<file path="src/rtl/mqtt_packet_deframer_defines.svh">
// Assertion macros shared by the deframer RTL
`ifndef MQTT_PACKET_DEFRAMER_DEFINES_SVH
`define MQTT_PACKET_DEFRAMER_DEFINES_SVH

// Same-cycle implication, sampled on aclk, off while aresetn is low
`define MPD_ASSERT_IMP(name, ante, cons, msg) \
    name: assert property (@(posedge aclk) disable iff (!aresetn) \
        (ante) |-> (cons)) else $error(msg);

// Next-cycle implication, sampled on aclk, off while aresetn is low
`define MPD_ASSERT_NXT(name, ante, cons, msg) \
    name: assert property (@(posedge aclk) disable iff (!aresetn) \
        (ante) |=> (cons)) else $error(msg);

`endif

</file>
<file path="src/rtl/mpd_pkg.sv">
// Types and constants of the MQTT packet deframer
package mpd_pkg;

    localparam int BYTE_W  = 8;
    localparam int TYPE_W  = 4;
    localparam int LEN_W   = 28;
    localparam int TLEN_W  = 16;
    localparam int DIGIT_W = 7;
    localparam int CNT_W   = 2;
    localparam int SHIFT_W = 5;

    // Packet type code of PUBLISH (high nibble of 0x30)
    localparam logic [TYPE_W-1:0] PUBLISH_TYPE = 4'h3;
    // Bit position of the continuation flag in a length digit
    localparam int CONT_BIT = 7;
    // Bit weight of one base-128 digit
    localparam logic [SHIFT_W-1:0] DIGIT_SHIFT = 5'd7;

    typedef enum logic [2:0] {
        PH_HEADER  = 3'd0,
        PH_LENGTH  = 3'd1,
        PH_TLEN_HI = 3'd2,
        PH_TLEN_LO = 3'd3,
        PH_TOPIC   = 3'd4,
        PH_PAYLOAD = 3'd5,
        PH_IGNORE  = 3'd6
    } phase_t;

    typedef enum logic [2:0] {
        KIND_TYPE    = 3'd0,
        KIND_LENGTH  = 3'd1,
        KIND_TLEN    = 3'd2,
        KIND_TOPIC   = 3'd3,
        KIND_PAYLOAD = 3'd4,
        KIND_IGNORE  = 3'd5
    } byte_kind_t;

    typedef struct packed {
        logic [BYTE_W-1:0] data_byte;
        byte_kind_t        byte_kind;
        logic [TYPE_W-1:0] packet_type;
        logic [LEN_W-1:0]  body_length;
        logic [TLEN_W-1:0] topic_length;
        logic              end_of_packet;
        logic              malformed;
        logic              publish_dropped;
    } result_t;

endpackage

</file>
<file path="src/rtl/mpd_parser.sv">
// Parse state and per-word classification of the deframer
`include "mqtt_packet_deframer_defines.svh"

module mpd_parser #(
    parameter int LENGTH_DIGITS = 4
) (
    input  logic                        aclk,
    input  logic                        aresetn,
    input  logic                        take,
    input  logic [mpd_pkg::BYTE_W-1:0]  rx_byte,
    output mpd_pkg::result_t            result
);

    mpd_pkg::phase_t                  phase_reg, phase_next;
    logic [mpd_pkg::TYPE_W-1:0]       type_reg, type_next;
    logic [mpd_pkg::LEN_W-1:0]        accum_reg, accum_next;
    logic [mpd_pkg::CNT_W-1:0]        digit_reg, digit_next;
    logic [mpd_pkg::LEN_W-1:0]        left_reg, left_next;
    logic [mpd_pkg::TLEN_W-1:0]       tlen_reg, tlen_next;
    logic [mpd_pkg::TLEN_W-1:0]       tleft_reg, tleft_next;
    logic                             drop_reg, drop_next;

    logic [mpd_pkg::SHIFT_W-1:0]      digit_shift;
    logic [mpd_pkg::LEN_W-1:0]        digit_val;
    logic [mpd_pkg::LEN_W-1:0]        accum_sum;
    logic                             digit_last;
    logic                             cont;
    logic [mpd_pkg::LEN_W-1:0]        left_dec;
    logic [mpd_pkg::TLEN_W-1:0]       tlen_full;
    logic [mpd_pkg::TLEN_W-1:0]       tleft_dec;

    mpd_pkg::byte_kind_t              kind;
    logic                             eop;
    logic                             bad;

    // Shared arithmetic on the current state
    always_comb begin
        digit_shift = mpd_pkg::SHIFT_W'(digit_reg) * mpd_pkg::DIGIT_SHIFT;
        digit_val   = mpd_pkg::LEN_W'(rx_byte[mpd_pkg::DIGIT_W-1:0]) << digit_shift;
        accum_sum   = accum_reg + digit_val;
        cont        = rx_byte[mpd_pkg::CONT_BIT];
        digit_last  = ({1'b0, digit_reg} + 3'd1) >= 3'(LENGTH_DIGITS);
        left_dec    = left_reg - mpd_pkg::LEN_W'(1);
        tlen_full   = tlen_reg | mpd_pkg::TLEN_W'(rx_byte);
        tleft_dec   = tleft_reg - mpd_pkg::TLEN_W'(1);
    end

    // Next phase and counters
    always_comb begin
        phase_next = phase_reg;
        type_next  = type_reg;
        accum_next = accum_reg;
        digit_next = digit_reg;
        left_next  = left_reg;
        tlen_next  = tlen_reg;
        tleft_next = tleft_reg;
        drop_next  = drop_reg;
        unique case (phase_reg)
            mpd_pkg::PH_LENGTH: begin
                accum_next = accum_sum;
                if (cont) begin
                    if (digit_last) begin
                        phase_next = mpd_pkg::PH_HEADER;
                    end else begin
                        digit_next = digit_reg + mpd_pkg::CNT_W'(1);
                    end
                end else begin
                    left_next = accum_sum;
                    if (type_reg == mpd_pkg::PUBLISH_TYPE &&
                        accum_sum < mpd_pkg::LEN_W'(2)) begin
                        drop_next = 1'b1;
                    end
                    if (accum_sum == '0) begin
                        phase_next = mpd_pkg::PH_HEADER;
                    end else if (type_reg == mpd_pkg::PUBLISH_TYPE &&
                                 accum_sum >= mpd_pkg::LEN_W'(2)) begin
                        phase_next = mpd_pkg::PH_TLEN_HI;
                    end else begin
                        phase_next = mpd_pkg::PH_IGNORE;
                    end
                end
            end
            mpd_pkg::PH_TLEN_HI: begin
                tlen_next  = {rx_byte, 8'h00};
                left_next  = left_dec;
                phase_next = mpd_pkg::PH_TLEN_LO;
            end
            mpd_pkg::PH_TLEN_LO: begin
                tlen_next  = tlen_full;
                tleft_next = tlen_full;
                left_next  = left_dec;
                if (left_dec == '0) begin
                    phase_next = mpd_pkg::PH_HEADER;
                    if (tlen_full != '0) begin
                        drop_next = 1'b1;
                    end
                end else if (left_dec < mpd_pkg::LEN_W'(tlen_full)) begin
                    drop_next  = 1'b1;
                    phase_next = mpd_pkg::PH_IGNORE;
                end else if (tlen_full != '0) begin
                    phase_next = mpd_pkg::PH_TOPIC;
                end else begin
                    phase_next = mpd_pkg::PH_PAYLOAD;
                end
            end
            mpd_pkg::PH_TOPIC: begin
                tleft_next = tleft_dec;
                left_next  = left_dec;
                if (left_dec == '0) begin
                    phase_next = mpd_pkg::PH_HEADER;
                end else if (tleft_dec == '0) begin
                    phase_next = mpd_pkg::PH_PAYLOAD;
                end
            end
            mpd_pkg::PH_PAYLOAD, mpd_pkg::PH_IGNORE: begin
                left_next = left_dec;
                if (left_dec == '0) begin
                    phase_next = mpd_pkg::PH_HEADER;
                end
            end
            default: begin
                // Header byte, also taken for any stray phase code
                type_next  = rx_byte[mpd_pkg::BYTE_W-1 -: mpd_pkg::TYPE_W];
                accum_next = '0;
                digit_next = '0;
                left_next  = '0;
                tlen_next  = '0;
                tleft_next = '0;
                drop_next  = 1'b0;
                phase_next = mpd_pkg::PH_LENGTH;
            end
        endcase
    end

    // Classify the word and flag packet end and bad length
    always_comb begin
        kind = mpd_pkg::KIND_TYPE;
        eop  = 1'b0;
        bad  = 1'b0;
        unique case (phase_reg)
            mpd_pkg::PH_LENGTH: begin
                kind = mpd_pkg::KIND_LENGTH;
                eop  = !cont && (accum_sum == '0);
                bad  = cont && digit_last;
            end
            mpd_pkg::PH_TLEN_HI: begin
                kind = mpd_pkg::KIND_TLEN;
            end
            mpd_pkg::PH_TLEN_LO: begin
                kind = mpd_pkg::KIND_TLEN;
                eop  = (left_dec == '0);
            end
            mpd_pkg::PH_TOPIC: begin
                kind = mpd_pkg::KIND_TOPIC;
                eop  = (left_dec == '0);
            end
            mpd_pkg::PH_PAYLOAD: begin
                kind = mpd_pkg::KIND_PAYLOAD;
                eop  = (left_dec == '0);
            end
            mpd_pkg::PH_IGNORE: begin
                kind = mpd_pkg::KIND_IGNORE;
                eop  = (left_dec == '0);
            end
            default: begin
                kind = mpd_pkg::KIND_TYPE;
            end
        endcase
    end

    // Pack the result from the updated state
    always_comb begin
        result.data_byte       = rx_byte;
        result.byte_kind       = kind;
        result.packet_type     = type_next;
        result.body_length     = accum_next;
        result.topic_length    = tlen_next;
        result.end_of_packet   = eop;
        result.malformed       = bad;
        result.publish_dropped = drop_next;
    end

    // Advance the parse state on each accepted word
    always_ff @(posedge aclk) begin
        if (!aresetn) begin
            phase_reg <= mpd_pkg::PH_HEADER;
            type_reg  <= '0;
            accum_reg <= '0;
            digit_reg <= '0;
            left_reg  <= '0;
            tlen_reg  <= '0;
            tleft_reg <= '0;
            drop_reg  <= 1'b0;
        end else if (take) begin
            phase_reg <= phase_next;
            type_reg  <= type_next;
            accum_reg <= accum_next;
            digit_reg <= digit_next;
            left_reg  <= left_next;
            tlen_reg  <= tlen_next;
            tleft_reg <= tleft_next;
            drop_reg  <= drop_next;
        end
    end

    `MPD_ASSERT_NXT(a_header_starts_length, take && phase_reg == mpd_pkg::PH_HEADER, phase_reg == mpd_pkg::PH_LENGTH && accum_reg == '0 && digit_reg == '0, "header word did not restart length decode")
    `MPD_ASSERT_IMP(a_body_left_nonzero, phase_reg == mpd_pkg::PH_TOPIC || phase_reg == mpd_pkg::PH_PAYLOAD || phase_reg == mpd_pkg::PH_IGNORE, left_reg != '0, "body phase with no bytes left")
    `MPD_ASSERT_IMP(a_topic_fits_body, phase_reg == mpd_pkg::PH_TOPIC, mpd_pkg::LEN_W'(tleft_reg) <= left_reg, "topic runs past the body")
    `MPD_ASSERT_IMP(a_digit_in_range, phase_reg == mpd_pkg::PH_LENGTH, 32'(digit_reg) < LENGTH_DIGITS, "length digit count out of range")

endmodule

</file>
<file path="src/rtl/mqtt_packet_deframer.sv">
// Each accepted word's result is registered and appears on m_* in the cycle after it is accepted.
// Throughput: one word per cycle; s_ready drops only while a result is held
// in the output register and m_ready is low.
// The parse state machine and its counters update once per accepted word.
// Reset (aresetn low, synchronous) clears the parse state to expect a header
// byte and empties the output register.
`include "mqtt_packet_deframer_defines.svh"

module mqtt_packet_deframer #(
    parameter int LENGTH_DIGITS = 4
) (
    input  logic                        aclk,
    input  logic                        aresetn,
    input  logic                        s_valid,
    output logic                        s_ready,
    input  logic [mpd_pkg::BYTE_W-1:0]  s_rx_byte,
    output logic                        m_valid,
    input  logic                        m_ready,
    output logic [mpd_pkg::BYTE_W-1:0]  m_data_byte,
    output logic [2:0]                  m_byte_kind,
    output logic [mpd_pkg::TYPE_W-1:0]  m_packet_type,
    output logic [mpd_pkg::LEN_W-1:0]   m_body_length,
    output logic [mpd_pkg::TLEN_W-1:0]  m_topic_length,
    output logic                        m_end_of_packet,
    output logic                        m_malformed,
    output logic                        m_publish_dropped
);

    logic               take;
    mpd_pkg::result_t   result;
    mpd_pkg::result_t   res_reg;
    logic               valid_reg;

    // Accept whenever the output register is empty or drains this cycle
    assign s_ready = !valid_reg || m_ready;
    assign take    = s_valid && s_ready;

    mpd_parser #(
        .LENGTH_DIGITS (LENGTH_DIGITS)
    ) u_parser (
        .aclk    (aclk),
        .aresetn (aresetn),
        .take    (take),
        .rx_byte (s_rx_byte),
        .result  (result)
    );

    // Hold the result word until taken
    always_ff @(posedge aclk) begin
        if (!aresetn) begin
            valid_reg <= 1'b0;
        end else if (take) begin
            valid_reg <= 1'b1;
        end else if (m_ready) begin
            valid_reg <= 1'b0;
        end
    end

    always_ff @(posedge aclk) begin
        if (take) begin
            res_reg <= result;
        end
    end

    assign m_valid           = valid_reg;
    assign m_data_byte       = res_reg.data_byte;
    assign m_byte_kind       = res_reg.byte_kind;
    assign m_packet_type     = res_reg.packet_type;
    assign m_body_length     = res_reg.body_length;
    assign m_topic_length    = res_reg.topic_length;
    assign m_end_of_packet   = res_reg.end_of_packet;
    assign m_malformed       = res_reg.malformed;
    assign m_publish_dropped = res_reg.publish_dropped;

    `MPD_ASSERT_IMP(a_malformed_on_digit, valid_reg && res_reg.malformed, res_reg.byte_kind == mpd_pkg::KIND_LENGTH && !res_reg.end_of_packet, "malformed flag off a length digit")
    `MPD_ASSERT_IMP(a_dropped_no_payload, valid_reg && res_reg.publish_dropped, res_reg.byte_kind != mpd_pkg::KIND_TOPIC && res_reg.byte_kind != mpd_pkg::KIND_PAYLOAD, "dropped packet still delivers topic or payload")
    `MPD_ASSERT_IMP(a_type_clears_lengths, valid_reg && res_reg.byte_kind == mpd_pkg::KIND_TYPE, res_reg.body_length == '0 && res_reg.topic_length == '0 && !res_reg.end_of_packet, "header word carries stale lengths")

endmodule
</file>
<file path="config.mk">
export PLATFORM = sky130hd
export DESIGN_NAME = mqtt_packet_deframer
export DESIGN_NICKNAME = d
export VERILOG_FILES = /design/src/rtl/mpd_pkg.sv /design/src/rtl/mpd_parser.sv /design/src/rtl/mqtt_packet_deframer.sv
export VERILOG_INCLUDE_DIRS = /design/src /design/src/rtl
export SDC_FILE = /design/constraint.sdc
export NUM_CORES = 1
export LEC_CHECK = 0
export BUFFER_PORTS_ARGS = -buffer_cell sky130_fd_sc_hd__buf_2
export CORE_MARGIN = 3
export CORE_UTILIZATION = 50
export CTS_CLUSTER_SIZE = 10
export DETAILED_ROUTE_END_ITERATION = 6
export PLACE_DENSITY_LB_ADDON = 0.15
export SLEW_MARGIN = 20
export SYNTH_ARGS = -nofsm -noshare
export SYNTH_HDL_FRONTEND = slang
export SYNTH_SLANG_ARGS = --single-unit
</file>
<file path="constraint.sdc">
create_clock -name aclk -period 6.1 [get_ports aclk]
set_clock_uncertainty 0.2 [all_clocks]
set_input_delay 1.22 -clock aclk [delete_from_list [all_inputs] [get_ports aclk]]
set_output_delay 1.22 -clock aclk [all_outputs]
set_load 0.1 [all_outputs]
</file>
==> summary.md, run 1 <==
| Metric | Value |
|---|---|
| Max Cap Viol | `0` |
| Layout cells sized above 1 | `0.1115` |
| Vias in the first global route | `8657` |
| R2r setup slk | `1.41 ns` |
| CTS tree | `built` |
| Hold EP | `u_parser.left_reg[20]` |
| Dpl hpwl | `22140 um` |
| Inserted Clock Buffers | `17` |
| Sequential fraction of the synthesis area | `0.3733` |
| Overall Global Routing Usage | `0.2773` |
| Rows | `51` |
| Worst setup EP type | `register` |
| GP Congestion | `0.9522` |
| Total wire length | `31030 um` |
| Final Setup Violations | `0` |
| Cells after Synth | `1258` |
| Post-synth EDFFs | `62` |
| Area growth from synthesis to layout | `10.50%` |
| Post-route cell area | `11380 um2` |
| Worst hold slack | `0.2550 ns` |
| Core Area | `19850 um2` |
| Worst-Margin Slew | `0.9474 ns` |
| Yosys reg bits | `161` |
| Crit Path Category | `input pin to register` |
| P per Cell Area | `277.4 nW/um2` |
| Slowest stage delay, CP | `0.55 ns` |
| Hold Fails Final Rpt | `0` |
| Top delay family on crit path | `compound AO/OA/AOI/OAI gates` |
| Slew Limit Headroom | `0.3642` |
| Fmax | `0.2042 GHz` |
| Arr. time, crit path | `5.01 ns` |
| Mapped cell area | `10300 um2` |
| Number of hold buffers added after cts | `0` |
| Dominant synthesized flop cell | `dfxtp_1` |
| Worst EP required | `6.21 ns` |
| Reg2reg start | `u_parser.left_reg[0]` |
| Hold_sp | `u_parser.left_reg[20]` |
| Post-synth top cells | `nor2_1 (141), nand2_1 (140), a21oi_1 (111), dfxtp_1 (99), o21ai_0 (86)` |
| Ys async rst share | `0` |
| Setup_tns | `0 ns` |
| Most frequent cell after synthesis | `nor2_1` |
| Worst Path Buf+Inv | `1` |
| Root buf cell | `clkbuf_16` |
| Pleak | `4.560 nW` |
| Status | `completed` |
| Class of the worst hold path | `register to register` |
| Die W | `149.5 um` |
| Number of stages on the worst hold path | `2` |
| Synth area leader | `dfxtp_1` |
| Placed cell area | `10780 um2` |
| Clk_lat worst skew | `0.43 ns` |
| Register clock-pin slew on the reported worst setup and hold paths | `0.07 ns` |
| Core Util, Final | `0.5734` |
| Post-synthesis net count | `1318` |
| Vias per cell | `6.232` |
| Die height | `149.5 um` |
| Library cells used by synthesis | `83` |
| RSZ-0062 raised after global routing | `no` |
| Detail Route Antenna Nets | `0` |
| Final worst-path cycle share | `0.8027` |
| Crit start category | `input pin` |
| Clk buf depth | `2` |
| Via count | `9703` |
| H-tree depth | `4` |
| Final net count | `1339` |
| # diodes | `0` |
| Post-CTS resize count | `0` |
| Port bufs | `75` |
| Filler cells | `1831` |
| Crit path time final | `4.896 ns` |
| Syn Area/Cell | `8.186 um2` |
| Pins over their slew limit | `0` |
| Initial core utilization | `0.5189` |
| Share of the synthesized area in the top cell type | `0.1925` |
| Starting DRC count in detailed routing | `1040` |
| Synth warn | `0` |
| Synth top area cells | `dfxtp_1 (19%), edfxtp_1 (18%), ha_1 (5.7%)` |
| Wire length of the first global-routing pass | `49000 um` |
| Initial antenna violation count | `0` |
| Peak supply drop | `0.1963 mV` |
| Worst R2R End | `u_parser.phase_reg[0]` |
| DRT Pass-1 Iters | `6` |
| Worst R2R Path Depth | `13` |
| # clock sinks | `161` |
| Global route total overflow | `0` |
| Largest net degree at the start of global routing | `88` |
| Post-CTS setup buffer count | `0` |
| Crit Path Max Fanout | `9` |
| Worst-path cell chain | `buf_2, and2_1, ha_1, fa_1, a211oi_2, o21ai_1, a22o_4, o31a_1, xor2_1, or4_4, nor4_4, a31oi_1, o41a_1` |
| # IOs | `76` |
| Post-route DRC | `0` |
| Slowest CP cell | `or4_4` |
| Die area | `22350 um2` |
| Wire length per cell | `19.93 um` |
cells in the final DEF, fill, tap and decap left out, types with 17 or more instances in the layout:
cell | netlist | routed
nor2_1 | 141 | 140
nand2_1 | 140 | 139
a21oi_1 | 111 | 110
dfxtp_1 | 99 | 99
o21ai_0 | 86 | 86
buf_2 | 6 | 75
edfxtp_1 | 62 | 62
ha_1 | 47 | 47
and2_1 | 41 | 41
inv_1 | 41 | 40
nor3_1 | 35 | 35
a21o_1 | 31 | 31
nand3_1 | 30 | 30
xnor2_1 | 25 | 25
a22oi_1 | 20 | 20
clkbuf_16 | 0 | 17
worst reg2reg max path: cells and delay by family, from the launching register on:
family / cells / cell delay [ns]
flip-flops: 1 / 0.36
AO/OA/AOI/OAI: 6 / 1.58
AND/OR/NAND/NOR: 5 / 1.94
XOR/XNOR: 1 / 0.22
adder cells (fa/ha/maj): 1 / 0.27
metal layers:
| metal | part of all wire | wire (um) | global-route usage |
|---|---|---|---|
| met1 | 0.47 | 14570 | 0.4203 |
| met5 | 0 | 0 | 0 |
| met4 | 0.023 | 700 | 0.08467 |
| met2 | 0.43 | 13340 | 0.4097 |
| met3 | 0.078 | 2416 | 0.03816 |
how the worst max path moves through the flow:
| stage | startpoint | end | slack, ns | cells past startpoint |
|---|---|---|---|---|
| finish | s_rx_byte[0] | u_parser.phase_reg[1] | 1.20 | 13 |
| global route | s_rx_byte[0] | u_parser.phase_reg[1] | 1.00 | 13 |
| CTS | s_rx_byte[0] | u_parser.phase_reg[1] | 1.26 | 13 |
| detailed placement | s_rx_byte[0] | u_parser.phase_reg[1] | 0.82 | 13 |
| global placement | s_rx_byte[0] | u_parser.phase_reg[1] | 0.91 | 13 |
| floorplan | m_ready | m_body_length[0] | 0.75 | 5 |
power by group:
part / switching [mW] / total, mW / internal, mW
combinational: 0.599 / 0.827 / 0.228
sequential: 0.0459 / 1.22 / 1.17
clock: 0.492 / 1.11 / 0.619
total: 1.14 / 3.16 / 2.02
kinds of logic after synthesis:
logic type | after synthesis | synth area share
simple gates | 491 | 0.2367
mux | 6 | 0.006318
compound gates | 388 | 0.2431
flops | 161 | 0.3733
xor+xnor | 41 | 0.03560
buf+inv | 123 | 0.04593
fa+ha+maj | 48 | 0.05905
area by class of cell:
class	instances	area, um2	area share
Multi-Input combinational cell	974	5995	0.5268
Clock inverter	14	171.4	0.01506
Timing Repair Buffer	83	447.9	0.03937
Clock buffer	18	429.2	0.03772
Tap cell	265	331.6	0.02914
Sequential cell	161	3844	0.3378
Inverter	42	160.2	0.01408
through the flow:
stage / power [mW] / setup slack [ns] / std cells
final: 3.157 / 1.204 / 1557
after detailed placement: 2.055 / 0.8205 / 1525
after CTS: 3.157 / 1.257 / 1557
after global routing: 3.291 / 1.005 / 1557
after floorplan: 1.882 / 0.7479 / 1258
after global placement: 2.050 / 0.9071 / 1525
No activity file was read; power rests on OpenSTA's default activity.
==> run 2, diff against run 1 <==
- clock period: 6.1 -> 4 ns (I/O delays scaled with it)
==> summary.md, run 2 (synthesis results as in run 1) <==
| Metric | Value |
|---|---|
| Status | `complete, but fails checks (was completed)` |
| Failing checks | `negative setup slack` |
| Post-route cell area | `12970 um2 (was 11380 um2)` |
| Crit Path Category | `input pin to register (unchanged)` |
| Slew Limit Headroom | `0.3116 (was 0.3642)` |
| P per Cell Area | `387.8 nW/um2 (was 277.4 nW/um2)` |
| Wire length per cell | `19.98 um (was 19.93 um)` |
| Filler cells | `1705 (was 1831)` |
| Final Setup Violations | `1 (was 0)` |
| Layout cells sized above 1 | `0.2413 (was 0.1115)` |
| Wire length of the first global-routing pass | `52240 um (was 49000 um)` |
| Number of hold buffers added after cts | `0 (unchanged)` |
| Worst EP required | `4.11 ns (was 6.21 ns)` |
| Non-Filler Instances | `1728 (was 1557)` |
| Most frequent cells in the layout | `buf_4 (176), nor2_1 (139), nand2_1 (139) (was nor2_1 (140), nand2_1 (139), a21oi_1 (110))` |
| Pre-CTS setup slack | `-0.3738 ns (was 0.8205 ns)` |
| R2r setup slk | `0 ns (was 1.41 ns)` |
| Clk_lat worst skew | `0.44 ns (was 0.43 ns)` |
| Port bufs | `75 (unchanged)` |
| Die height | `149.5 um (unchanged)` |
| Pins over their slew limit | `0 (unchanged)` |
| Commonest non-fill, non-tap cell in the layout | `buf_4 (was nor2_1)` |
| Worst setup EP type | `register (unchanged)` |
| Core Util, Final | `0.6538 (was 0.5734)` |
| Max Cap Viol | `0 (unchanged)` |
| M1 WL | `15430 um (was 14570 um)` |
| Pwr Total | `5.032 mW (was 3.157 mW)` |
| Fmax | `0.2492 GHz` |
| Die W | `149.5 um (unchanged)` |
| CP Launch Point | `s_rx_byte[0] (unchanged)` |
| Inserted Clock Buffers | `17 (unchanged)` |
| RSZ-0062 raised after global routing | `yes (was no)` |
| Worst setup margin | `-0.01230 ns (was 1.204 ns)` |
| Crit start category | `input pin (unchanged)` |
| Global route total overflow | `0 (unchanged)` |
| Inst Count DP | `1687 (was 1525)` |
| Overall Global Routing Usage | `0.2998 (was 0.2773)` |
| Final worst-path cycle share | `1.003` |
| Placed cell area | `12040 um2 (was 10780 um2)` |
| Setup_tns | `-0.01230 ns (was 0 ns)` |
| Arr. time, crit path | `4.13 ns (was 5.01 ns)` |
| Clk buf depth | `2 (unchanged)` |
| Hold_sp | `u_parser.left_reg[20] (unchanged)` |
| # diodes | `0 (unchanged)` |
| # clock sinks | `161 (unchanged)` |
| Vias in the first global route | `9444 (was 8657)` |
| Core Area | `19850 um2 (unchanged)` |
| Final net count | `1510 (was 1339)` |
| Crit path time final | `4.012 ns` |
| Initial antenna violation count | `0 (unchanged)` |
| Hold Fails Final Rpt | `0 (unchanged)` |
| Rows | `51 (unchanged)` |
| Initial core utilization | `0.5189 (unchanged)` |
| Peak supply drop | `0.3107 mV (was 0.1963 mV)` |
| Largest net degree at the start of global routing | `94 (was 88)` |
| Pleak | `5.462 nW (was 4.560 nW)` |
| Detail Route Antenna Nets | `0 (unchanged)` |
| Starting DRC count in detailed routing | `1094 (was 1040)` |
| Routed wire length on met2 | `14950 um (was 13340 um)` |
| FF/Latch Area | `3851 um2 (was 3844 um2)` |
| Reg2reg start | `u_parser.digit_reg[0] (was u_parser.left_reg[0])` |
| Dpl hpwl | `24970 um (was 22140 um)` |
| Worst-Margin Slew | `1.026 ns (was 0.9474 ns)` |
| Worst hold slack | `0.2566 ns (was 0.2550 ns)` |
| Total wire length | `34520 um (was 31030 um)` |
| Area growth from synthesis to layout | `26.00% (was 10.50%)` |
| Via count | `10499 (was 9703)` |
| DR WL met3 | `3064 um (was 2416 um)` |
| DRT Pass-1 Iters | `5 (was 6)` |
| Highest routed layer | `met4 (unchanged)` |
| Root buf cell | `clkbuf_16 (unchanged)` |
| Crit Path Max Fanout | `5 (was 9)` |
| Post-route DRC | `0 (unchanged)` |
| CTS tree | `built (unchanged)` |
| Register clock-pin slew on the reported worst setup and hold paths | `0.08 ns (was 0.07 ns)` |
| # IOs | `76 (unchanged)` |
| H-tree depth | `4 (unchanged)` |
| Multi-input logic area | `6265 um2 (was 5995 um2)` |
| Die area | `22350 um2 (unchanged)` |
| GP Congestion | `0.9589 (was 0.9522)` |
| Class of the worst hold path | `register to register (unchanged)` |
| Vias per cell | `6.076 (was 6.232)` |
[run 2: path summary, 6_finish.rpt]
path	end	cells after the start
worst max-delay path	u_parser.phase_reg[1]	15
worst max register to register	u_parser.phase_reg[1]	15
worst min register to register	u_parser.left_reg[20]	2
worst min-delay path	u_parser.left_reg[20]	2
[run 2: routing by layer]
metal  vias to the layer above  GRT usage
met5                         -          0
met4                         0     0.1076
met3                        68    0.05360
met2                       478     0.4455
met1                      4964     0.4374
li1                       4989          -
[run 2: critical path, cell delays in order]
cell	delay (ns)
buf_6	0.11
and2_4	0.14
ha_4	0.16
fa_2	0.38
a211oi_4	0.31
buf_4	0.18
o21a_4	0.16
xnor2_4	0.09
nor4_4	0.24
nand4bb_1	0.15
or4_4	0.57
nor4_4	0.27
buf_4	0.17
a31oi_1	0.08
o41a_1	0.30
[run 2: area by class of cell]
| type | instances | area share |
|---|---|---|
| Multi-Input combinational cell | 974 | 0.4828 |
| Sequential cell | 161 | 0.2968 |
| Timing Repair Buffer | 254 | 0.1352 |
| Tap cell | 265 | 0.02555 |
| Clock inverter | 15 | 0.01446 |
| Inverter | 42 | 0.01234 |
| Clock buffer | 17 | 0.03279 |
[run 2: power by group]
| group | switching, mW | internal [mW] |
|---|---|---|
| registers | 0.0619 | 1.79 |
| clock network | 0.825 | 0.849 |
| logic | 1.01 | 0.498 |
| total | 1.90 | 3.14 |
[run 2: repair_timing]
action | CTS | global route
pin swaps | 0 | 18
buffers inserted | 0 | 9
endpoints found under the hold margin | 0 | 0
endpoints found under the setup margin | 7 | 7
resized for setup | 5 | 49
==> run 3, diff against run 2 <==
- ABC_AREA: not set -> 1
- SYNTH_HIERARCHICAL: not set -> 1
==> summary.md, run 3 <==
| Metric | Value |
|---|---|
| Crit path time final | `3.628 ns (was 4.012 ns)` |
| Global route total overflow | `0 (unchanged)` |
| Pins over their slew limit | `0 (unchanged)` |
| H-tree depth | `4 (unchanged)` |
| Clk_lat worst skew | `0.44 ns (about the same)` |
| Pre-CTS setup slack | `0.1046 ns (was -0.3738 ns)` |
| Worst setup EP type | `register (unchanged)` |
| Die height | `153.3 um (was 149.5 um)` |
| Crit start category | `register (was input pin)` |
| Clk buf depth | `2 (unchanged)` |
| Total wire length | `33980 um (was 34520 um)` |
| Status | `complete, but fails checks (unchanged)` |
| R2r setup slk | `0.37 ns (was 0 ns)` |
| Layout cells sized above 1 | `0.1163 (was 0.2413)` |
| Inserted Clock Buffers | `17 (unchanged)` |
| Setup_tns | `0 ns (was -0.01230 ns)` |
| Die W | `153.3 um (was 149.5 um)` |
| Largest net degree at the start of global routing | `93 (was 94)` |
| Worst Path Buf+Inv | `3 (unchanged)` |
| P per Cell Area | `426.9 nW/um2 (was 387.8 nW/um2)` |
| Max Cap Viol | `0 (unchanged)` |
| Reg2reg start | `u_parser/digit_reg[1] (was u_parser.digit_reg[0])` |
| Slowest CP cell | `dfxtp_1 (was or4_4)` |
| Crit Path Category | `register to register (was input pin to register)` |
| Top delay family on crit path | `simple AND/OR/NAND/NOR gates (unchanged)` |
| Fmax | `0.2756 GHz (was 0.2492 GHz)` |
| Worst-path cell chain | `clkinvlp_4, buf_4, nor3_2, ha_1, nand2_1, nor2_1, and2_1, nand3b_1, nand4_1, nand2_1, nor2_1, nand2_1, nor2_1, nand3_1, nand2_1, inv_1, nand2_1, nand2_1, nand2_1, a21oi_2 (was buf_6, and2_4, ha_4, fa_2, a211oi_4, buf_4, o21a_4, xnor2_4, nor4_4, nand4bb_1, or4_4, nor4_4, buf_4, a31oi_1, o41a_1)` |
| Post-synth top cells | `nand2_1 (434), inv_1 (269), nor2_1 (142), o21ai_0 (116), a21oi_1 (113) (was nor2_1 (141), nand2_1 (140), a21oi_1 (111), dfxtp_1 (99), o21ai_0 (86))` |
| Final worst-path cycle share | `0.9070 (was 1.003)` |
| Post-synthesis net count | `1679 (was 1318)` |
| Register clock-pin slew on the reported worst setup and hold paths | `0.08 ns (about the same)` |
| Post-synth EDFFs | `62 (unchanged)` |
| Final Setup Violations | `0 (was 1)` |
| Worst setup margin | `0.3721 ns (was -0.01230 ns)` |
| Dpl hpwl | `26040 um (was 24970 um)` |
| Commonest non-fill, non-tap cell in the layout | `nand2_1 (was buf_4)` |
| Worst R2R End | `u_parser/phase_reg[2] (was u_parser.phase_reg[1])` |
| RSZ-0062 raised after global routing | `no (was yes)` |
| Failing checks | `design-rule violations (was negative setup slack)` |
| Synth warn | `6 (was 0)` |
| Detail Route Antenna Nets | `0 (unchanged)` |
| Sequential fraction of the synthesis area | `0.3541 (was 0.3733)` |
| Synth area leader | `dfxtp_1 (unchanged)` |
| Arr. time, crit path | `3.74 ns (was 4.13 ns)` |
| Worst-Margin Slew | `0.7784 ns (was 1.026 ns)` |
| Post-route DRC | `6 (was 0)` |
| Vias in the first global route | `9716 (was 9444)` |
| Most frequent cell after synthesis | `nand2_1 (was nor2_1)` |
| Crit path capture | `u_parser/phase_reg[2] (was u_parser.phase_reg[1])` |
| Dominant synthesized flop cell | `dfxtp_1 (unchanged)` |
| Pleak | `5.972 nW (was 5.462 nW)` |
| Cells after Synth | `1619 (was 1258)` |
| Syn Area/Cell | `6.704 um2 (was 8.186 um2)` |
| Yosys reg bits | `161 (unchanged)` |
| Mapped cell area | `10850 um2 (was 10300 um2)` |
| Peak supply drop | `0.3007 mV (was 0.3107 mV)` |
| Slowest stage delay, CP | `0.57 ns (about the same)` |
| Rows | `53 (was 51)` |
| # clock sinks | `161 (unchanged)` |
| Starting DRC count in detailed routing | `1213 (was 1094)` |
| # diodes | `0 (unchanged)` |
| Most frequent cells in the layout | `nand2_1 (434), inv_1 (267), nor2_1 (140) (was buf_4 (176), nor2_1 (139), nand2_1 (139))` |
| Core Area | `21150 um2 (was 19850 um2)` |
| Worst R2R Path Depth | `20 (was 15)` |
| Die area | `23510 um2 (was 22350 um2)` |
| Crit Path Max Fanout | `13 (was 5)` |
| Number of hold buffers added after cts | `0 (unchanged)` |
| Number of stages on the worst hold path | `2 (unchanged)` |
| Via count | `10831 (was 10499)` |
| Port bufs | `75 (unchanged)` |
| Hold Fails Final Rpt | `0 (unchanged)` |
| GP Congestion | `0.9869 (was 0.9589)` |
| Class of the worst hold path | `register to register (unchanged)` |
| CP Launch Point | `u_parser/digit_reg[1] (was s_rx_byte[0])` |
| Wire length of the first global-routing pass | `53270 um (was 52240 um)` |
| Wire length per cell | `17.18 um (was 19.98 um)` |
| Share of the synthesized area in the top cell type | `0.1826 (was 0.1925)` |
| Core Util, Final | `0.5784 (was 0.6538)` |
| Library cells used by synthesis | `45 (was 83)` |
| DRT Pass-1 Iters | `7 (was 5)` |
| Synth top area cells | `dfxtp_1 (18%), edfxtp_1 (17%), nand2_1 (15%) (was dfxtp_1 (19%), edfxtp_1 (18%), ha_1 (5.7%))` |
| Ys async rst share | `0 (unchanged)` |
| Slew Limit Headroom | `0.4763 (was 0.3116)` |
| Initial core utilization | `0.5131 (was 0.5189)` |
| Vias per cell | `5.476 (was 6.076)` |
| Most used cell, CP | `nand2_1` |
| Overall Global Routing Usage | `0.2832 (was 0.2998)` |
| Cell count along the critical path | `20 (was 15)` |
| Area growth from synthesis to layout | `12.73% (was 26.00%)` |
| Final net count | `1750 (was 1510)` |
| Worst EP required | `4.11 ns (about the same)` |
| # IOs | `76 (unchanged)` |
| Root buf cell | `clkbuf_16 (unchanged)` |
| CTS tree | `built (unchanged)` |
| Initial antenna violation count | `1 (was 0)` |
run 3: cell count changes in the layout (fill, tap and decap cells not counted), moves of 20 or more:
cell	before	now
a21o_1	31	1
a22oi_1	20	0
and2_1	35	4
buf_4	176	29
inv_1	40	267
nand2_1	139	434
nand3_1	30	73
o21ai_0	83	116
run 3: report_power, final:
| group | internal, mW | total [mW] | leakage, nW | switching [mW] |
|---|---|---|---|---|
| sequential | 1.81 | 1.87 | 1.43 | 0.0610 |
| clock | 0.861 | 1.70 | 0.302 | 0.837 |
| combinational | 0.440 | 1.66 | 4.24 | 1.22 |
| total | 3.11 | 5.22 | 5.97 | 2.11 |
run 3: per-stage QoR:
step / power [mW] / instance area, um2 / hold WS [ns] / std cells
floorplan: 3.126 / 10870 / 0.2568 / 1619
global placement: 3.513 / 11580 / 0.2694 / 1944
detailed placement: 3.529 / 11580 / 0.2698 / 1944
CTS: 5.225 / 12210 / 0.2818 / 1976
global route: 5.467 / 12240 / 0.2944 / 1978
finish: 5.223 / 12240 / 0.2760 / 1978
run 3: how the worst min path moves through the flow:
stage | start | endpoint | slack, ns
after floorplan | u_parser/left_reg[1] | u_parser/left_reg[1] | 0.26
after global routing | u_parser/left_reg[1] | u_parser/left_reg[1] | 0.29
after global placement | u_parser/left_reg[1] | u_parser/left_reg[1] | 0.27
final | u_parser/left_reg[1] | u_parser/left_reg[1] | 0.28
after CTS | u_parser/left_reg[1] | u_parser/left_reg[1] | 0.28
after detailed placement | u_parser/left_reg[1] | u_parser/left_reg[1] | 0.27
run 3: what timing repair did:
action                                  CTS  global route
buffers inserted                          0             2
resized for setup                         0             2
endpoints found under the setup margin    0             5
run 3: worst register-to-register path: cells and delay by family (launching register included):
family	cells	cell delay (ns)
compound gates	1	0.05
fa+ha+maj	1	0.29
buf+inv	3	0.40
flops	1	0.57
simple gates	15	1.97
run 3: final cells by class:
type	instances	area, um2
clock inverters	15	201.4
multi-input cells	1121	5722
inverters	283	1066
clock buffers	17	425.4
well taps	275	344.1
flip-flops and latches	161	3844
repair buffers	106	633.1
fillers	2080	8919
run 3: cell families (layout without fill, tap and decap cells):
group,Yosys count,after routing,share of synthesized area
AOI/OAI and AO/OA,271,271,0.1328
and+or+nand+nor,767,767,0.3067
DFF,161,161,0.3541
adders and majority gates,48,48,0.05602
buffers and inverters,337,421,0.1207
xor gates and xnor gates,35,35,0.02963
run 3: per-layer routing:
| layer | routed length (um) | up-vias | GRT usage |
|---|---|---|---|
| li1 | - | 5330 | - |
| met1 | 15280 | 5013 | 0.4068 |
| met2 | 15270 | 447 | 0.4465 |
| met3 | 2770 | 41 | 0.04728 |
| met4 | 659 | 0 | 0.07233 |
| met5 | 0 | - | 0 |
